<file path="config.mk">
export PLATFORM = sky130hd
export DESIGN_NAME = eas_controller
export DESIGN_NICKNAME = d
export VERILOG_FILES = /design/src/hdl/eas_pkg.sv /design/src/hdl/eas_controller.sv
export SDC_FILE = /design/constraint.sdc
export NUM_CORES = 1
export LEC_CHECK = 0
export BUFFER_PORTS_ARGS = -buffer_cell sky130_fd_sc_hd__buf_2
export CORE_AREA = 3 3 40 42
export DETAILED_ROUTE_END_ITERATION = 6
export DIE_AREA = 0 0 43 45
export PLACE_DENSITY_LB_ADDON = 0.1
export SYNTH_ARGS = -nofsm -noshare
export SYNTH_HDL_FRONTEND = slang
export SYNTH_SLANG_ARGS = --single-unit
</file>
<file path="constraint.sdc">
create_clock -name clk -period 1.5 [get_ports clk]
set_input_delay 0 -clock clk [delete_from_list [all_inputs] [get_ports clk]]
set_output_delay 0 -clock clk [all_outputs]
set_load 0.01 [all_outputs]
</file>
<file path="src/hdl/eas_pkg.sv">
`default_nettype none
// ----------------------------------------------------------------------------
// eas_pkg
// Shared types and constants of the edge angle sorter.
// ----------------------------------------------------------------------------
package eas_pkg;

  localparam int MaxEdgesDefault  = 64;
  localparam int NodeBitsDefault  = 10;
  localparam int CoordBitsDefault = 16;
  localparam int PosBits          = 6;

  // Controller states.
  typedef enum logic [2:0] {
    ST_LOAD,
    ST_SORT_READ,
    ST_SORT_CMP,
    ST_EMIT
  } eas_state_t;

  // Commands from controller to datapath.
  typedef struct packed {
    logic store_edge;
    logic set_overflow;
    logic start_sort;
    logic load_cur;
    logic read_prev;
    logic shift_order;
    logic place_cur;
    logic next_outer;
    logic start_emit;
    logic emit_step;
    logic clear_set;
  } eas_cmd_t;

  // Status from datapath to controller.
  typedef struct packed {
    logic full;
    logic outer_done;
    logic inner_at_zero;
    logic prev_greater;
    logic emit_last;
  } eas_status_t;

endpackage
`default_nettype wire

</file>
<file path="src/hdl/eas_controller.sv">
`default_nettype none
// ----------------------------------------------------------------------------
// eas_controller
// Sequencer of load, insertion sort and emit phases.
// ----------------------------------------------------------------------------
module eas_controller (
  input  wire logic                 clk,
  input  wire logic                 rst,
  input  wire logic                 in_valid,
  input  wire logic                 in_last,
  output logic                      in_ready,
  output logic                      out_valid,
  input  wire logic                 out_ready,
  output logic                      out_last,
  input  wire eas_pkg::eas_status_t status,
  output eas_pkg::eas_cmd_t         cmd
);
  eas_pkg::eas_state_t state, state_next;
  logic [1:0] phase, phase_next;

  // State register.
  always_ff @(posedge clk) begin
    if (rst) begin
      state <= eas_pkg::ST_LOAD;
      phase <= '0;
    end else begin
      state <= state_next;
      phase <= phase_next;
    end
  end

  // Next state and commands.
  always_comb begin
    state_next = state;
    phase_next = phase;
    cmd        = '0;
    in_ready   = 1'b0;
    out_valid  = 1'b0;
    out_last   = 1'b0;
    case (state)
      eas_pkg::ST_LOAD: begin
        in_ready = 1'b1;
        if (in_valid) begin
          cmd.store_edge   = !status.full;
          cmd.set_overflow = status.full;
          if (in_last) begin
            cmd.start_sort = 1'b1;
            state_next     = eas_pkg::ST_SORT_READ;
            phase_next     = '0;
          end
        end
      end
      eas_pkg::ST_SORT_READ: begin
        // phase 0: fetch the current entry, or finish sorting.
        if (status.outer_done) begin
          cmd.start_emit = 1'b1;
          state_next     = eas_pkg::ST_EMIT;
          phase_next     = '0;
        end else begin
          cmd.load_cur = 1'b1;
          state_next   = eas_pkg::ST_SORT_CMP;
          phase_next   = '0;
        end
      end
      eas_pkg::ST_SORT_CMP: begin
        // phase 0 decide/read prev, 1 fetch entry, 2 compare.
        case (phase)
          2'd0: begin
            if (status.inner_at_zero) begin
              cmd.place_cur  = 1'b1;
              cmd.next_outer = 1'b1;
              state_next     = eas_pkg::ST_SORT_READ;
            end else begin
              cmd.read_prev = 1'b1;
              phase_next    = 2'd1;
            end
          end
          2'd1: phase_next = 2'd2;
          2'd2: begin
            phase_next = 2'd0;
            if (status.prev_greater) begin
              cmd.shift_order = 1'b1;
            end else begin
              cmd.place_cur  = 1'b1;
              cmd.next_outer = 1'b1;
              state_next     = eas_pkg::ST_SORT_READ;
            end
          end
          default: phase_next = 2'd0;
        endcase
      end
      eas_pkg::ST_EMIT: begin
        // A setup phase after entry lets the registered order read settle.
        if (phase == 2'd0) begin
          phase_next = 2'd1;
        end else begin
          out_valid = 1'b1;
          out_last  = status.emit_last;
          if (out_ready) begin
            cmd.emit_step = 1'b1;
            if (status.emit_last) begin
              cmd.clear_set = 1'b1;
              state_next    = eas_pkg::ST_LOAD;
              phase_next    = '0;
            end
          end
        end
      end
      default: state_next = eas_pkg::ST_LOAD;
    endcase
  end

endmodule
`default_nettype wire

</file>
Yosys cells after proc, flatten, opt, wreduce, memory -nomap -nowiden
Cells that the tools add are included.
{ "word_totals": {"ff_bits": 5, "latch_bits": 0, "mem_bits_rw": 0, "rom_bits": 0, "input_bits": 10, "out_inout_bits": 14, "word_cells": 66, "mem_count": 0} }
{ "classes": {"add_sub_neg": 0, "mul": 0, "div_mod_pow": 0, "order_cmp": 0, "n_eq_ne": 16, "shift": 0, "muxes": 42, "bitwise": 0, "n_reduce_logical": 6} }
{ "ops": {"columns": ["operator", "n"], "rows": [
  ["two-way mux 3 bit", 9],
  ["two-way mux 2 bit", 11],
  ["!= test 3 bit, second input constant", 6],
  ["two-way mux 1 bit", 16],
  ["case mux 3 bit (4 select lines)", 1],
  ["!= test 2 bit, second input constant", 5],
  ["case mux 2 bit (2 select lines)", 2],
  ["case mux 2 bit (4 select lines)", 1],
  ["AND reduction 8 bit", 1],
  ["equality test 3 x 2 -> 1 bit, second input constant", 2],
  ["case mux 3 bit (2 select lines)", 1],
  ["AND reduction 6 bit", 1],
  ["two-way mux 4 bit", 1],
  ["nonzero test 4 bit", 1],
  ["equality test 3 x 1 -> 1 bit, second input constant", 1],
  ["zero test 3 bit", 1],
  ["equality test 2 x 1 -> 1 bit, second input constant", 1],
  ["equality test 2 bit, second input constant", 1],
  ["zero test 2 bit", 1],
  ["zero test 1 bit", 1]
]} }

Logic depth before layout (Yosys ltp)
{ "logic_depth": {"ltp_word": 4, "mapped_depth": 5} }

Least setup slack after synthesis
OpenSTA, ideal clock, no wires.
{ "synth_timing": {"path_kind": "reg2reg", "from": "register phase[1]", "to": "register phase[1]", "t_arrival_ns": 1.196, "required_ns": 1.386, "path_slack_ns": 0.190, "path_stages_with_launch": 6, "n_path_buf": 1, "path_cell_list": "dfxtp_1 > buf_6 > o211a_1 > a221o_1 > a21oi_1 > nor2_1"} }
{ "synth_between": {"elab_chain_len": 3, "elab_cells_between_ends": 9, "classes_between": "eq/ne: 4; mux: 3; reduce/logical: 2"} }
{ "synth_rtl": {"columns": ["element", "line_no", "source"], "rows": [
  ["start: declaration", "eas_controller.sv:19", "logic [1:0] phase, phase_next;"],
  ["start signal: assignment", "eas_controller.sv:28", "phase <= phase_next;"],
  ["equality test 2 x 1 -> 1 bit / zero test 2 bit (equally long branches)", "eas_controller.sv:67, eas_controller.sv:94", null],
  ["case mux 2 bit (2 select lines), or another cell as far along", "eas_controller.sv:67", "case (phase)"],
  ["case mux 2 bit (4 select lines) / AND reduction 6 bit (equally long branches)", null, null]
]} }
Several ways; a longest one is shown, not always the timed one.
A chain may end at the register's enable or synchronous reset.

Worst setup path after layout
Same ends and word-level chain as after synthesis.

==> results.md <==
* Total Routing Usage GR at 10.1%
* CTS tree: done
* CP startpoint kind: register
* DR pass1 iterations at 2
* Hold Crit Class: primary input to register
* Worst Hold Launch: status[3]
* Fmax achieved at 746 MHz
* Reg2reg start: phase[1]$_SDFFE_PP0P_
* GRT overflow at 0
* Port Buffers at 23
* Num ports at 24
* Fill cells at 135
* Sequential area share after synthesis at 21.0%
* DP HPWL at 742 um
* Clk pin slew, worst setup/hold paths at 40 ps
* Initial antenna violation count at 0
* # DRC at 0
* TNS Setup at 0 ps
* Tightest Pin Transition at 385 ps
* Synth cell types at 30
* Diode count at 0
* PwrDens at 929 nW/um^2
* Type of the worst setup path: register to register
* Remaining antenna violation count after routing at 0
* Worst path cell trace: o211a_1 > a221o_1 > a21oi_1 > nor2_1
* Net Count, Synth at 56
* Maximum VDD drop at 0.309 mV
* Most frequent cells in the layout: buf_2 (23), nand2b_1 (4), nor2_1 (3), nand2_1 (3), clkbuf_4 (3)
* CTS Buf Count at 3
* Largest net degree at the start of global routing at 15
* Max Cap Violations at 0
* Crit path buf inv count at 0
* Slowest CP cell: dfxtp_1
* Slew Limit Fails at 0
* First-pass GRT wire length at 1480 um
* Vias at 422
* Final worst-path cycle share at 89.4%
* Setup ws final at 159 ps
* Die X at 43 um
* Clock tree root driver cell: clkbuf_4
* Fin nets at 82
* Largest stage delay on the critical path at 370 ps
* CP required at 1630 ps
* Unrepaired setup endpoints after global routing: false
* Synth warn at 0
* Clk sink count at 4
* Initial Utilization at 29.7%
* Core area at 1280 sq um
* Placer Congestion at 0.687
* Outcome: finished, final reports clean
* Cells after Synth at 46
* WHS Path Cells at 3
* Longest Clk Path Bufs at 2
* Synth Area per Inst at 8.30 sq um
* Depth of the most critical reg-to-reg path at 4
* Share of layout cells above drive strength 1 at 48.6%
* Via density per instance at 4.96
* Full die area at 1940 sq um
* Endpoint, Worst Hold: state[0]$_SDFFE_PP0P_
* Max-slew headroom at 74.1%
* Clock latency on the worst-skew pair at 230 ps
* Row count at 13
* # setup viols final at 0
* Area Overhead vs Synth at 38.0%
* CP max FO at 9
* Most common cell after layout, fill and taps aside: buf_2
* R2R Path End: phase[1]$_SDFFE_PP0P_
* Worst slack, placed at 131 ps
* Synth Register Bits at 4
* Tmin final at 1340 ps
* Vias in the first global route at 341
* Worst EP arrival at 1470 ps
* Leakage power at 0.282 nW
* Endpoints failing hold at 0
* Post-Route WL at 949 um
* Clock Skews at 0.737 ps
* DRT iter0 DRCs at 2
* Post-Syn Area at 382 sq um
* Worst R2R Setup Slack at 160 ps
* CTS HTree Levels at 1
* Chip height at 45 um
* Cell family with most CP delay: compound AO/OA/AOI/OAI gates
* CP Capture Type: register
* Routed WL per cell at 11.2 um
## worst min-delay path: cells and delay by family
kind	cells	cell delay, ps
and+or+nand+nor	1	60
buffers and inverters	1	110
AOI/OAI and AO/OA	1	80
## state kept, by name, indices dropped and copies added, names as in the netlist
signal and count:
state 2, phase 2
## cells in the mapped netlist
library cell  n  area [sq um]
and2_2        2          15.0
and3_1        2          12.5
nor2b_1       1          6.26
nand2_1       3          11.3
nor2_1        3          11.3
o21ai_1       1          5.00
nand2b_1      4          25.0
buf_4         2          15.0
o211a_1       1          10.0
a21boi_0      1          7.51
and3_2        1          7.51
a21o_1        1          7.51
a211oi_1      2          15.0
and2_1        1          6.26
a221o_1       1          10.0
a21oi_1       2          10.0
o211ai_1      1          7.51
nor4b_1       1          8.76
nand3b_1      1          7.51
dfxtp_1       4          80.1
nor3_1        1          5.00
buf_6         1          11.3
and3b_1       1          8.76
or4b_1        1          10.0
nor3b_1       2          15.0
a311oi_1      1          8.76
mux2i_1       1          10.0
nor3b_2       1          12.5
a32oi_2       1          16.3
buf_2         1          5.00
## worst max-delay path by stage
stage / startpoint / endpoint / slack, ps / depth (start not counted)
6_report: phase[1]$_SDFFE_PP0P_ / phase[1]$_SDFFE_PP0P_ / 160 / 4
5_1_grt: phase[1]$_SDFFE_PP0P_ / state[0]$_SDFFE_PP0P_ / 20 / 4
4_1_cts: state[1]$_SDFFE_PP0P_ / cmd[4] / 120 / 3
3_5_place_dp: state[1]$_SDFFE_PP0P_ / phase[1]$_SDFFE_PP0P_ / 130 / 4
3_3_place_gp: state[1]$_SDFFE_PP0P_ / phase[1]$_SDFFE_PP0P_ / 120 / 4
2_1_floorplan: phase[1]$_SDFFE_PP0P_ / phase[1]$_SDFFE_PP0P_ / 190 / 5
## through the flow
stage	total power, W	std cells	utilization, %	hold slack [ps]	cell area (sq um)
finish	0.000490	85	41.0	76.2	527
detailed placement	0.000353	81	38.3	237	492
global placement	0.000355	81	38.3	222	492
CTS	0.000496	85	40.9	67.5	526
floorplan	0.000291	46	-	46.4	382
global route	0.000524	85	41.0	102	527
## area by class of cell
type	instances	area, sq um	share of cell area, %
Multi-Input combinational cell	38	270	51.3
Timing Repair Buffer	25	133	25.2
Tap cell	15	18.8	3.56
Sequential cell	4	82.6	15.7
Clock buffer	3	22.5	4.28
## power breakdown
group          total [W]  switching [W]  leakage [nW]  internal, W
clock network   0.000134      0.0000443        0.0138    0.0000895
logic           0.000196      0.0000938         0.234     0.000102
registers       0.000160      0.0000361        0.0336     0.000124
total           0.000490       0.000174         0.282     0.000315
## logic make-up (layout without fill, tap and decap cells)
kind of cell | Yosys count | in the layout | synth area share (%)
buffers and inverters | 4 | 28 | 8.19
DFF | 4 | 4 | 21.0
and+or+nand+nor | 25 | 25 | 42.6
AOI/OAI and AO/OA | 12 | 12 | 25.6
muxes | 1 | 1 | 2.62
## layer usage
layer / GRT usage, % / up-vias / part of all wire [%] / wire length [um]
li1: - / 223 / - / -
met1: 12.5 / 183 / 49 / 466
met2: 15.6 / 16 / 42 / 400
met3: 1.99 / 0 / 8.6 / 82
met4: 7.23 / 0 / 0 / 0
met5: 0 / - / 0 / 0
## timing repair
| action | 4_1_cts | 5_1_grt |
|---|---|---|
| setup buffers | 0 | 0 |
| hold buffers | 1 | 0 |
| setup endpoints to repair | 2 | 3 |
| resized for setup | 1 | 2 |
| endpoints found under the hold margin | 3 | 0 |
Power figures use the tool's default switching activity.
